[config.mk]
export PLATFORM = sky130hd
export DESIGN_NAME = load_based_dvfs_step_governor_flat
export DESIGN_NICKNAME = d
export VERILOG_FILES = /design/src/rtl/ldsg_pkg.sv /design/src/rtl/ldsg_if.sv /design/src/rtl/load_based_dvfs_step_governor.sv /design/src/flat_wrapper.sv
export VERILOG_INCLUDE_DIRS = /design/src /design/src/rtl
export SDC_FILE = /design/constraint.sdc
export NUM_CORES = 1
export LEC_CHECK = 0
export BUFFER_PORTS_ARGS = -buffer_cell sky130_fd_sc_hd__buf_2
export CORE_UTILIZATION = 30
export DETAILED_ROUTE_END_ITERATION = 10
export PLACE_DENSITY = 0.48
export RECOVER_POWER = 25
export SYNTH_ARGS = -nofsm -noshare
export SYNTH_HDL_FRONTEND = slang
export SYNTH_SLANG_ARGS = --single-unit
[constraint.sdc]
create_clock -name clock -period 11.8 [get_ports clock]
set_clock_uncertainty 0.15 [all_clocks]
set_input_delay 0 -clock clock [delete_from_list [all_inputs] [get_ports clock]]
set_output_delay 0 -clock clock [all_outputs]
set_load 0.01 [all_outputs]
[src/rtl/assert_macros.svh]
// Concurrent assertion helpers for the RTL.
`ifndef ASSERT_MACROS_SVH
`define ASSERT_MACROS_SVH

`ifndef SYNTH

// a implies b in the same cycle
`define ASSERT_SAME(label, clk, rst, a, b) \
   label: assert property (@(posedge clk) disable iff (rst) (a) |-> (b)) \
      else $error("same-cycle check failed");

// a implies b in the following cycle
`define ASSERT_NEXT(label, clk, rst, a, b) \
   label: assert property (@(posedge clk) disable iff (rst) (a) |=> (b)) \
      else $error("next-cycle check failed");

`else

`define ASSERT_SAME(label, clk, rst, a, b)
`define ASSERT_NEXT(label, clk, rst, a, b)

`endif

`endif

[src/rtl/ldsg_pkg.sv]
`timescale 1ns / 1ps

package ldsg_pkg;

   localparam int LOAD_W    = 16;
   localparam int IDLE_W    = 32;
   localparam int ELAPSED_W = 24;
   localparam int LEVEL_W   = 4;
   localparam int PCT_W     = 7;
   localparam int MS_W      = 16;
   localparam int ACTION_W  = 2;
   localparam int DEC_W     = 15;   // elapsed_us / 1000 stays below 2^15
   localparam int CD_W      = 18;   // signed countdown during a tick
   localparam int CSR_IDX_W = 3;
   localparam int CSR_DAT_W = 16;

   // floor(x / 1000) = (x * DIV1000_MUL) >> DIV1000_SHIFT for any 24-bit x
   localparam int MUL_W = 25;
   localparam logic [MUL_W-1:0] DIV1000_MUL = 25'd17179870;
   localparam int DIV1000_SHIFT = 34;

   localparam logic [IDLE_W-1:0] US_PER_MS  = 32'd1000;
   localparam logic [LOAD_W-1:0] HUNDREDTHS = 16'd100;

   localparam logic [ACTION_W-1:0] ACT_NONE = 2'd0;
   localparam logic [ACTION_W-1:0] ACT_STEP = 2'd1;
   localparam logic [ACTION_W-1:0] ACT_OFF  = 2'd2;

   localparam logic [CSR_IDX_W-1:0] REG_USE_RQ    = 3'd0;
   localparam logic [CSR_IDX_W-1:0] REG_UP_THR    = 3'd1;
   localparam logic [CSR_IDX_W-1:0] REG_UP_HOLD   = 3'd2;
   localparam logic [CSR_IDX_W-1:0] REG_DN_THR    = 3'd3;
   localparam logic [CSR_IDX_W-1:0] REG_DN_HOLD   = 3'd4;
   localparam logic [CSR_IDX_W-1:0] REG_IDLE_OFF  = 3'd5;
   localparam logic [CSR_IDX_W-1:0] REG_LOW_LVL   = 3'd6;
   localparam logic [CSR_IDX_W-1:0] REG_HIGH_LVL  = 3'd7;

   // pre-decoded tick held in the input register
   typedef struct packed {
      logic               busy_nz;
      logic               load_nz;
      logic               idle_over;
      logic               high_load;
      logic               low_load;
      logic [DEC_W-1:0]   dec_ms;
      logic [LEVEL_W-1:0] cur_level;
   } tick_type;

   typedef struct packed {
      logic [ACTION_W-1:0] action;
      logic [LEVEL_W-1:0]  new_level;
      logic                active_flag;
   } result_type;

endpackage

[src/rtl/ldsg_if.sv]
`timescale 1ns / 1ps

interface ldsg_req_if;
   logic                              valid;
   logic                              ready;
   logic [ldsg_pkg::LOAD_W-1:0]       load_hundredths;
   logic [ldsg_pkg::LOAD_W-1:0]       runqueue_load;
   logic [ldsg_pkg::IDLE_W-1:0]       idle_time_us;
   logic [ldsg_pkg::ELAPSED_W-1:0]    elapsed_us;
   logic [ldsg_pkg::LEVEL_W-1:0]      current_level;

   modport source (output valid, load_hundredths, runqueue_load, idle_time_us,
                   elapsed_us, current_level, input ready);
   modport sink   (input valid, load_hundredths, runqueue_load, idle_time_us,
                   elapsed_us, current_level, output ready);
endinterface

interface ldsg_rsp_if;
   logic                              valid;
   logic                              ready;
   logic [ldsg_pkg::ACTION_W-1:0]     action;
   logic [ldsg_pkg::LEVEL_W-1:0]      new_level;
   logic                              active_flag;

   modport source (output valid, action, new_level, active_flag, input ready);
   modport sink   (input valid, action, new_level, active_flag, output ready);
endinterface

interface ldsg_csr_if;
   logic                              valid;
   logic                              ready;
   logic [ldsg_pkg::CSR_IDX_W-1:0]    index;
   logic [ldsg_pkg::CSR_DAT_W-1:0]    data;

   modport source (output valid, index, data, input ready);
   modport sink   (input valid, index, data, output ready);
endinterface

[src/rtl/load_based_dvfs_step_governor.sv]
// An accepted tick waits in the input register until the result register is free.
// One tick per cycle if rsp_ch is ready; input and result registers hold one beat each.
// The elapsed-time divide by 1000 is a reciprocal multiply ahead of the input register.
// Reset: synchronous, active high; registers back to defaults, countdowns and
// running flag cleared, both channels empty. Config writes are taken every cycle.
`timescale 1ns / 1ps
`include "assert_macros.svh"

module load_based_dvfs_step_governor #(
   parameter int LEVEL_COUNT = 16
) (
   input  logic       clock,
   input  logic       reset,
   ldsg_req_if.sink   req_ch,
   ldsg_rsp_if.source rsp_ch,
   ldsg_csr_if.sink   csr_ch
);

   localparam int CMP_W = 7;
   localparam logic [CMP_W-1:0] LEVEL_LIMIT = CMP_W'(LEVEL_COUNT);

   // configuration
   logic                             use_rq_ff;
   logic [ldsg_pkg::PCT_W-1:0]       up_thr_ff;
   logic [ldsg_pkg::MS_W-1:0]        up_hold_ff;
   logic [ldsg_pkg::PCT_W-1:0]       dn_thr_ff;
   logic [ldsg_pkg::MS_W-1:0]        dn_hold_ff;
   logic [ldsg_pkg::MS_W-1:0]        idle_off_ff;
   logic [ldsg_pkg::LEVEL_W-1:0]     low_lvl_ff;
   logic [ldsg_pkg::LEVEL_W-1:0]     high_lvl_ff;

   // state
   logic [ldsg_pkg::MS_W-1:0]        up_cd_ff, up_cd_in;
   logic [ldsg_pkg::MS_W-1:0]        dn_cd_ff, dn_cd_in;
   logic                             run_ff, run_in;

   // pipeline
   logic                             s1_valid_ff;
   ldsg_pkg::tick_type               s1_ff, s1_in;
   logic                             rsp_valid_ff;
   ldsg_pkg::result_type             rsp_ff, rsp_in;

   logic                             req_take;
   logic                             s1_adv;
   logic [ldsg_pkg::LOAD_W-1:0]      busy;
   logic [ldsg_pkg::ELAPSED_W+ldsg_pkg::MUL_W-1:0] dec_prod;

   assign csr_ch.ready = 1'b1;

   always_ff @(posedge clock) begin
      if (reset) begin
         use_rq_ff   <= 1'b0;
         up_thr_ff   <= 7'd100;
         up_hold_ff  <= '0;
         dn_thr_ff   <= '0;
         dn_hold_ff  <= '0;
         idle_off_ff <= '0;
         low_lvl_ff  <= '0;
         high_lvl_ff <= 4'd15;
      end else if (csr_ch.valid) begin
         case (csr_ch.index)
            ldsg_pkg::REG_USE_RQ:   use_rq_ff   <= csr_ch.data[0];
            ldsg_pkg::REG_UP_THR:   up_thr_ff   <= csr_ch.data[ldsg_pkg::PCT_W-1:0];
            ldsg_pkg::REG_UP_HOLD:  up_hold_ff  <= csr_ch.data;
            ldsg_pkg::REG_DN_THR:   dn_thr_ff   <= csr_ch.data[ldsg_pkg::PCT_W-1:0];
            ldsg_pkg::REG_DN_HOLD:  dn_hold_ff  <= csr_ch.data;
            ldsg_pkg::REG_IDLE_OFF: idle_off_ff <= csr_ch.data;
            ldsg_pkg::REG_LOW_LVL:  low_lvl_ff  <= csr_ch.data[ldsg_pkg::LEVEL_W-1:0];
            ldsg_pkg::REG_HIGH_LVL: high_lvl_ff <= csr_ch.data[ldsg_pkg::LEVEL_W-1:0];
            default: ;
         endcase
      end
   end

   // handshake: the input stage moves on when the result register is empty or draining
   assign s1_adv       = s1_valid_ff && (!rsp_valid_ff || rsp_ch.ready);
   assign req_ch.ready = !s1_valid_ff || s1_adv;
   assign req_take     = req_ch.valid && req_ch.ready;

   // decode the incoming beat
   always_comb begin
      busy     = use_rq_ff ? req_ch.runqueue_load : req_ch.load_hundredths;
      dec_prod = (ldsg_pkg::ELAPSED_W+ldsg_pkg::MUL_W)'(req_ch.elapsed_us)
                 * (ldsg_pkg::ELAPSED_W+ldsg_pkg::MUL_W)'(ldsg_pkg::DIV1000_MUL);
      s1_in.busy_nz   = (busy != '0);
      s1_in.load_nz   = (req_ch.load_hundredths != '0);
      s1_in.idle_over = (idle_off_ff != '0) &&
                        (req_ch.idle_time_us >
                         ldsg_pkg::IDLE_W'(idle_off_ff) * ldsg_pkg::US_PER_MS);
      s1_in.high_load = req_ch.load_hundredths >
                        ldsg_pkg::LOAD_W'(up_thr_ff) * ldsg_pkg::HUNDREDTHS;
      s1_in.low_load  = req_ch.load_hundredths <
                        ldsg_pkg::LOAD_W'(dn_thr_ff) * ldsg_pkg::HUNDREDTHS;
      s1_in.dec_ms    = dec_prod[ldsg_pkg::DIV1000_SHIFT +: ldsg_pkg::DEC_W];
      s1_in.cur_level = req_ch.current_level;
   end

   // countdown update and level decision
   always_comb begin
      logic signed [ldsg_pkg::CD_W-1:0] up_v;
      logic signed [ldsg_pkg::CD_W-1:0] dn_v;
      logic signed [ldsg_pkg::CD_W-1:0] dec_s;
      logic signed [ldsg_pkg::CD_W-1:0] up_hold_s;
      logic signed [ldsg_pkg::CD_W-1:0] dn_hold_s;
      logic [CMP_W-1:0]                 next_idx;

      dec_s     = ldsg_pkg::CD_W'(s1_ff.dec_ms);
      up_hold_s = ldsg_pkg::CD_W'(up_hold_ff);
      dn_hold_s = ldsg_pkg::CD_W'(dn_hold_ff);
      up_v      = ldsg_pkg::CD_W'(up_cd_ff);
      dn_v      = ldsg_pkg::CD_W'(dn_cd_ff);
      next_idx  = CMP_W'(s1_ff.cur_level) + CMP_W'(1);
      run_in    = run_ff;
      rsp_in.action    = ldsg_pkg::ACT_NONE;
      rsp_in.new_level = '0;

      if (s1_ff.busy_nz && !s1_ff.load_nz) begin
         // skipped tick: nothing moves
      end else if (!s1_ff.busy_nz && s1_ff.idle_over) begin
         run_in        = 1'b0;
         rsp_in.action = ldsg_pkg::ACT_OFF;
      end else begin
         run_in = 1'b1;
         if (s1_ff.high_load) begin
            up_v = up_v - dec_s;
            dn_v = dn_hold_s;
            if (up_v[ldsg_pkg::CD_W-1] || up_v == '0) begin
               if (s1_ff.cur_level < high_lvl_ff && next_idx < LEVEL_LIMIT) begin
                  rsp_in.action    = ldsg_pkg::ACT_STEP;
                  rsp_in.new_level = s1_ff.cur_level + 1'b1;
               end
               up_v = up_hold_s;
            end
         end
         // runs after the up test so a step down wins
         if (s1_ff.low_load) begin
            up_v = up_hold_s;
            dn_v = dn_v - dec_s;
            if (dn_v[ldsg_pkg::CD_W-1] || dn_v == '0) begin
               if (s1_ff.cur_level > low_lvl_ff) begin
                  rsp_in.action    = ldsg_pkg::ACT_STEP;
                  rsp_in.new_level = s1_ff.cur_level - 1'b1;
               end
               dn_v = dn_hold_s;
            end
         end
         if (!s1_ff.high_load && !s1_ff.low_load) begin
            up_v = up_hold_s;
            dn_v = dn_hold_s;
         end
      end

      up_cd_in           = up_v[ldsg_pkg::MS_W-1:0];
      dn_cd_in           = dn_v[ldsg_pkg::MS_W-1:0];
      rsp_in.active_flag = run_in;
   end

   always_ff @(posedge clock) begin
      if (reset) begin
         s1_valid_ff  <= 1'b0;
         rsp_valid_ff <= 1'b0;
         up_cd_ff     <= '0;
         dn_cd_ff     <= '0;
         run_ff       <= 1'b0;
      end else begin
         if (req_take) begin
            s1_valid_ff <= 1'b1;
         end else if (s1_adv) begin
            s1_valid_ff <= 1'b0;
         end
         if (s1_adv) begin
            rsp_valid_ff <= 1'b1;
            up_cd_ff     <= up_cd_in;
            dn_cd_ff     <= dn_cd_in;
            run_ff       <= run_in;
         end else if (rsp_ch.ready) begin
            rsp_valid_ff <= 1'b0;
         end
      end
   end

   always_ff @(posedge clock) begin
      if (req_take) begin
         s1_ff <= s1_in;
      end
      if (s1_adv) begin
         rsp_ff <= rsp_in;
      end
   end

   assign rsp_ch.valid       = rsp_valid_ff;
   assign rsp_ch.action      = rsp_ff.action;
   assign rsp_ch.new_level   = rsp_ff.new_level;
   assign rsp_ch.active_flag = rsp_ff.active_flag;

   `ASSERT_SAME(a_off_clears_run, clock, reset,
      rsp_valid_ff && rsp_ff.action == ldsg_pkg::ACT_OFF,
      !rsp_ff.active_flag && rsp_ff.new_level == '0)
   `ASSERT_SAME(a_step_only_running, clock, reset,
      rsp_valid_ff && rsp_ff.action == ldsg_pkg::ACT_STEP, rsp_ff.active_flag)
   `ASSERT_SAME(a_level_only_on_step, clock, reset,
      rsp_valid_ff && rsp_ff.action != ldsg_pkg::ACT_STEP, rsp_ff.new_level == '0)
   `ASSERT_NEXT(a_state_holds_between_ticks, clock, reset,
      !reset && !s1_adv,
      $stable(up_cd_ff) && $stable(dn_cd_ff) && $stable(run_ff))
   `ASSERT_NEXT(a_tick_lands_in_result, clock, reset,
      !reset && s1_adv, rsp_valid_ff && rsp_ff.active_flag == run_ff)

endmodule

[src/flat_wrapper.sv]
// flat-port wrapper written by rule: the top's interface ports become plain ports
module load_based_dvfs_step_governor_flat 
#(
   parameter int LEVEL_COUNT = 16
)
  (clock, reset, req_ch_valid, req_ch_load_hundredths, req_ch_runqueue_load, req_ch_idle_time_us, req_ch_elapsed_us, req_ch_current_level, req_ch_ready, rsp_ch_valid, rsp_ch_action, rsp_ch_new_level, rsp_ch_active_flag, rsp_ch_ready, csr_ch_valid, csr_ch_index, csr_ch_data, csr_ch_ready);
  ldsg_req_if req_ch_i ();
  ldsg_rsp_if rsp_ch_i ();
  ldsg_csr_if csr_ch_i ();
  input  logic clock;
  input  logic reset;
  input wire logic [$bits(req_ch_i.valid)-1:0] req_ch_valid;
  input wire logic [$bits(req_ch_i.load_hundredths)-1:0] req_ch_load_hundredths;
  input wire logic [$bits(req_ch_i.runqueue_load)-1:0] req_ch_runqueue_load;
  input wire logic [$bits(req_ch_i.idle_time_us)-1:0] req_ch_idle_time_us;
  input wire logic [$bits(req_ch_i.elapsed_us)-1:0] req_ch_elapsed_us;
  input wire logic [$bits(req_ch_i.current_level)-1:0] req_ch_current_level;
  output wire logic [$bits(req_ch_i.ready)-1:0] req_ch_ready;
  output wire logic [$bits(rsp_ch_i.valid)-1:0] rsp_ch_valid;
  output wire logic [$bits(rsp_ch_i.action)-1:0] rsp_ch_action;
  output wire logic [$bits(rsp_ch_i.new_level)-1:0] rsp_ch_new_level;
  output wire logic [$bits(rsp_ch_i.active_flag)-1:0] rsp_ch_active_flag;
  input wire logic [$bits(rsp_ch_i.ready)-1:0] rsp_ch_ready;
  input wire logic [$bits(csr_ch_i.valid)-1:0] csr_ch_valid;
  input wire logic [$bits(csr_ch_i.index)-1:0] csr_ch_index;
  input wire logic [$bits(csr_ch_i.data)-1:0] csr_ch_data;
  output wire logic [$bits(csr_ch_i.ready)-1:0] csr_ch_ready;
  assign req_ch_i.valid = req_ch_valid;
  assign req_ch_i.load_hundredths = req_ch_load_hundredths;
  assign req_ch_i.runqueue_load = req_ch_runqueue_load;
  assign req_ch_i.idle_time_us = req_ch_idle_time_us;
  assign req_ch_i.elapsed_us = req_ch_elapsed_us;
  assign req_ch_i.current_level = req_ch_current_level;
  assign req_ch_ready = req_ch_i.ready;
  assign rsp_ch_valid = rsp_ch_i.valid;
  assign rsp_ch_action = rsp_ch_i.action;
  assign rsp_ch_new_level = rsp_ch_i.new_level;
  assign rsp_ch_active_flag = rsp_ch_i.active_flag;
  assign rsp_ch_i.ready = rsp_ch_ready;
  assign csr_ch_i.valid = csr_ch_valid;
  assign csr_ch_i.index = csr_ch_index;
  assign csr_ch_i.data = csr_ch_data;
  assign csr_ch_ready = csr_ch_i.ready;
  load_based_dvfs_step_governor #(.LEVEL_COUNT(LEVEL_COUNT)) u_core (.clock(clock), .reset(reset), .req_ch(req_ch_i), .rsp_ch(rsp_ch_i), .csr_ch(csr_ch_i));
endmodule
Word-level counts from Yosys, hierarchy flattened --
Index checks and enable logic that the tools add are counted.
Storage, ports and cells: ROM bits 0, bits in writable memories 0, memories kept 0, latch bits 0, input port bits 116, bits in registers 137, output and inout port bits 10
Cells by class: reductions and logical operators 37, multipliers 4, divide/modulo/power cells 0, magnitude comparators 6, bitwise gates (word level) 2, $add $sub $neg 5, shift-type cells 0, eq/ne operators 7, mux-type cells 24
Operators by type and width (count):
- 16-bit two-way mux | 9
- 24-bit by 24-bit multiplier with 48-bit output, second input constant | 1
- 16-bit nonzero test | 3
- 18-bit zero test | 2
- 18-bit two-way mux | 2
- 32-bit by 26-bit greater-than comparator with 1-bit output | 1
- 6-bit two-way mux | 5
- 7-bit by 5-bit multiplier with 12-bit output, second input constant | 2
- 16-bit by 7-bit multiplier with 23-bit output, second input constant | 1
- 18-bit by 16-bit subtractor with 18-bit output | 1
- 16-bit by 15-bit subtractor with 17-bit output | 1
- 16-bit by 14-bit greater-than comparator with 1-bit output | 1
- 16-bit by 14-bit < comparator with 1-bit output | 1
- 2-bit AND reduction | 8
- 3-bit == test, second input constant | 4
- 1-bit logical AND | 7
- 7-bit by 5-bit < comparator with 1-bit output, second input constant | 1
- 3-bit by 2-bit == test with 1-bit output, second input constant | 2
- 1-bit zero test | 6
- 1-bit two-way mux | 6
- 4-bit by 1-bit adder with 5-bit output, second input constant | 1
- 5-bit two-way mux | 1
- 4-bit by 1-bit adder with 4-bit output, second input constant | 1
- 4-bit greater-than comparator | 1
- other kinds (12) | 17

Depth between registers and ports, before layout --
word-level depth 10, mapped depth 26, mapped depth without buffers 26

Worst setup path before layout --
No wires, ideal clock.
path kind input -> register, from in req_ch_elapsed_us[20], to reg u_core.s1_ff[17] (netlist name) (data pin), slack 5513 ps, cell stages on the path 21, path buffers 0, data required time 11391 ps, setup time 259 ps, arrival 5877 ps, path through fa_1 fa_1 ha_1 fa_1 fa_1 inv_1 fa_1 inv_1 fa_1 ha_1 a21o_1 a2bb2oi_1 a21oi_1 o31ai_1 nand3_1 a41oi_1 o21ai_0 or4_1 a31o_2 a21oi_1 xnor2_1
Between the ends: cells in the longest elaborated chain, start to end 1
Ends and longest elaborated chain:
- from (decl) | line flat_wrapper.sv:16 | input wire logic [$bits(req_ch_i.elapsed_us)-1:0] req_ch_elapsed_us;
- 24-bit by 24-bit multiplier with 48-bit output | line load_based_dvfs_step_governor.sv:84 | * (ldsg_pkg::ELAPSED_W+ldsg_pkg::MUL_W)'(ldsg_pkg::DIV1000_MUL);
- net u_core.dec_prod (one bit) | line load_based_dvfs_step_governor.sv:46 | logic [ldsg_pkg::ELAPSED_W+ldsg_pkg::MUL_W-1:0] dec_prod;
- to (signal assigned) | line load_based_dvfs_step_governor.sv:184 | s1_ff <= s1_in;
- to (decl) | line load_based_dvfs_step_governor.sv:39 | ldsg_pkg::tick_type s1_ff, s1_in;
The timed path passes the listed nets, and every way through them passes these cells. A chain may end at the register's enable or synchronous reset.

Worst setup path in the final report --
from in req_ch_elapsed_us[23], to reg u_core.s1_ff[17] (netlist name) (data pin)
Same word-level chain as after synthesis.

==> qor.yml <==
logic_synthesis:
  netlist_instances: 2209
  ys_seq_elements: 137
  synth-edff-count: 31
  ys.flop_type: "dfxtp_1"
  synth_async_sr_flop_share_pct: 0
  synth.distinct_cells: 78
  yosysSeqAreaShare_pct: 14.8
  ys_warn_count: 0
  synth_nets: 3012
  synth_area_um2: 20700
  synth_area_per_cell_um2: 9.36
global_routing:
  grt_pass1_vias: 16200
  grt_pass1_wl_um: 82800
  grtUsageMet3_pct: 1.38
  grt_max_degree: 75
  top_usage_layer: "met2"
  gr-usage-all-layers_pct: 14.8
  gr-usage-met1_pct: 19.2
  gr-total-overflow: 0
  antenna_found_initial: 1
  use_met2_pct: 26.2
power:
  power.internal_w: 0.00201
  power_frac_comb_pct: 70.7
  power.density_nw_per_um2: 163
  power.share.switching_pct: 47.0
  clockPowerShare_pct: 14.4
  p_switching_w: 0.00178
  ir_drop_uv: 178
  leakagePower_nw: 11.3
  pwr-share-seq_pct: 14.9
clock_network:
  cts_made_buffers: 17
  cts_num_sinks: 137
  clockBufferDepth: 2
  cts_hold_buf: 41
  clkSlewWorstSetupHoldPaths_ns: 0.06
  cts_resized: 0
  h-tree-depth: 4
  clock-root-buffer: "clkbuf_16"
  cts_setup_buffers: 0
  cts_tree: "yes"
  clk_latency_ns: 0.44
drt:
  routed_via_density: 4.75
  first_pass_iters: 5
  final_antenna_net_count: 0
  routed-via-count: 15400
  drt_iter0_markers: 663
  drc_errors: 0
  wl_um: 49900
  routedWlPerCell_um: 15.4
setup_path:
  crit_top_cell: "fa_1"
  critical_path.startpoint_type: "input port"
  slowest_delay_ns: 0.57
  path_class: "in2reg"
  cp_slowest_cell: "o31ai_1"
  path_cells: "dlygate4sd3_1, buf_2, fa_1, fa_1, ha_1, fa_1, fa_1, inv_1, fa_1, inv_1, fa_1, ha_1, nand3_1, a2bb2oi_1, a21oi_1, o31ai_1, nand3_1, a41oi_1, o21ai_0, or4_1, a31o_2, a21oi_1, xnor2_1"
  worstPathRequired_ns: 11.83
  crit_family: "adder cells"
  worst_setup_path_end_kind: "register"
  critPathBufInv: 4
  crit_arrival_ns: 7.39
  crit_fanout: 9
finish:
  final_cell_mix: "ha_1 (452), inv_1 (440), fa_1 (235)"
  diodes: 0
  final_common_cell: "ha_1"
  final_nets: 3160
  area_growth_pct: 12.4
  drive_above_1_share_pct: 7.72
sta:
  finalHoldViolCount: 0
  rsz0062_at_grt: "no"
  relSlewSlack_pct: -1.43
  setup_viol: 0
  setup_slack_ns: 4.43
  fmax_mhz: 136
  min_period_over_period_pct: 62.4
  worst_slew_pin_slew_ns: 1.52
  final_max_slew_viol_count: 25
  fin_crit_ns: 7.37
  finalSetupTns_ns: 0
placed_design:
  dp_hpwl_um: 41700
  io_buffers: 124
  gp_congestion: 0.843
  post-place-ws_ns: 4.19
floorplan:
  dieArea_um2: 70000
  start_util_pct: 30.6
  num_rows: 95
  pin_count: 126
  core-area_um2: 67600
  fp.dieH_um: 265
  die_x_um: 265
hold_path:
  hold_class: "in2reg"
flow_run:
  drv_cap: 1
status:
  status: "complete, but fails checks"
  violations: "capacitance limit, slew limit"
## cells in the mapped netlist (26+ instances only)
| library cell | count | area share [%] |
|---|---|---|
| inv_1 | 440 | 8.0 |
| a21o_1 | 31 | 1.1 |
| xnor2_1 | 34 | 1.4 |
| o21ai_0 | 39 | 0.94 |
| xor2_1 | 26 | 1.1 |
| ha_1 | 452 | 27 |
| mux2i_1 | 27 | 1.3 |
| dfxtp_1 | 106 | 10 |
| a21oi_1 | 136 | 3.3 |
| edfxtp_1 | 31 | 4.5 |
| nor2_1 | 120 | 2.2 |
| clkbuf_1 | 33 | 0.60 |
| nand2_1 | 145 | 2.6 |
| fa_1 | 235 | 23 |
## worst reg2reg max path: stages, from the launching register on
cell and delay, ns:
dfxtp_1 0.51, fa_1 0.50, fa_1 0.53, inv_1 0.05, fa_1 0.47, fa_1 0.51
inv_1 0.04, ha_1 0.32, o21ai_0 0.12, a21oi_1 0.11, o21ai_0 0.16, nand2b_1 0.10
a31oi_1 0.30, o21ai_0 0.21, o41a_1 0.38, a41o_1 0.28, o41ai_1 0.31, xor2_1 0.22
ha_1 0.27, and3_1 0.17, nand3_1 0.12, a21oi_1 0.06, a2111oi_0 0.52, nor3_1 0.24
## path summary, 6_finish.rpt
path | slack, ns | start | cells after the start | end
hold reg to reg | 0.31 | u_core.up_cd_ff[0] | 2 | u_core.up_cd_ff[0]
setup / recovery | 4.43 | req_ch_elapsed_us[23] | 23 | u_core.s1_ff[17]
hold / removal | 0.04 | req_ch_load_hundredths[13] | 5 | u_core.s1_ff[23]
setup reg to reg | 4.86 | u_core.idle_off_ff[0] | 23 | u_core.s1_ff[21]
## layout make-up
class	instances	area (um^2)
repair buffers	169	1040
well taps	873	1090
clock inverters	15	165
flip-flops and latches	137	3050
clock buffers	17	425
multi-input cells	1592	15800
fillers	7006	44400
inverters	440	1650
## per-stage QoR
stage | total power, W | utilization (%) | cell area (um^2) | hold WS [ns] | std cells
global route | 0.00431 | 34.3 | 23200 | 0.0485 | 3243
CTS | 0.00388 | 34.4 | 23300 | 0.0161 | 3243
global placement | 0.00326 | 32.9 | 22300 | 0.0385 | 3170
finish | 0.00379 | 34.3 | 23200 | 0.0427 | 3243
floorplan | 0.00256 | - | 20700 | -0.0511 | 2209
detailed placement | 0.00328 | 32.9 | 22300 | 0.0403 | 3170
## kinds of logic (layout without fill, tap and decap cells)
| group | count (synthesis) | after routing | share of synthesized area (%) |
|---|---|---|---|
| mux | 42 | 42 | 2.12 |
| compound gates | 348 | 348 | 11.0 |
| fa+ha+maj | 689 | 689 | 50.2 |
| buf+inv | 480 | 641 | 8.85 |
| simple gates | 452 | 452 | 10.5 |
| flops | 137 | 137 | 14.8 |
| other cells | 1 | 1 | 0.0181 |
| xor+xnor | 60 | 60 | 2.54 |
## metal layers
metal | share of wire, % | wire (um) | vias to the layer above
met4 | 1.8 | 900 | 0
met1 | 47 | 23400 | 7462
met2 | 49 | 24400 | 205
met5 | 0 | 0 | -
li1 | - | - | 7689
met3 | 2.4 | 1190 | 48
## sequential cells by signal, indices dropped and copies added, names as in the netlist, 2 cells and up
signal	cells
u_core.up_thr_ff	7
u_core.high_lvl_ff	4
u_core.up_hold_ff	16
u_core.s1_ff	24
u_core.rsp_ch.action	2
u_core.dn_thr_ff	7
u_core.dn_hold_ff	16
u_core.rsp_ch.new_level	4
u_core.up_cd_ff	16
u_core.idle_off_ff	16
u_core.dn_cd_ff	16
u_core.low_lvl_ff	4
## power by group through the flow
stage	logic, W	registers (W)	clock network [W]
floorplan	0.00199	0.000564	0
global placement	0.00269	0.000573	0
detailed placement	0.00271	0.000575	0
CTS	0.00276	0.000564	0.000559
global route	0.00316	0.000568	0.000582
finish	0.00268	0.000564	0.000546
No activity file was read; power rests on OpenSTA's default activity.
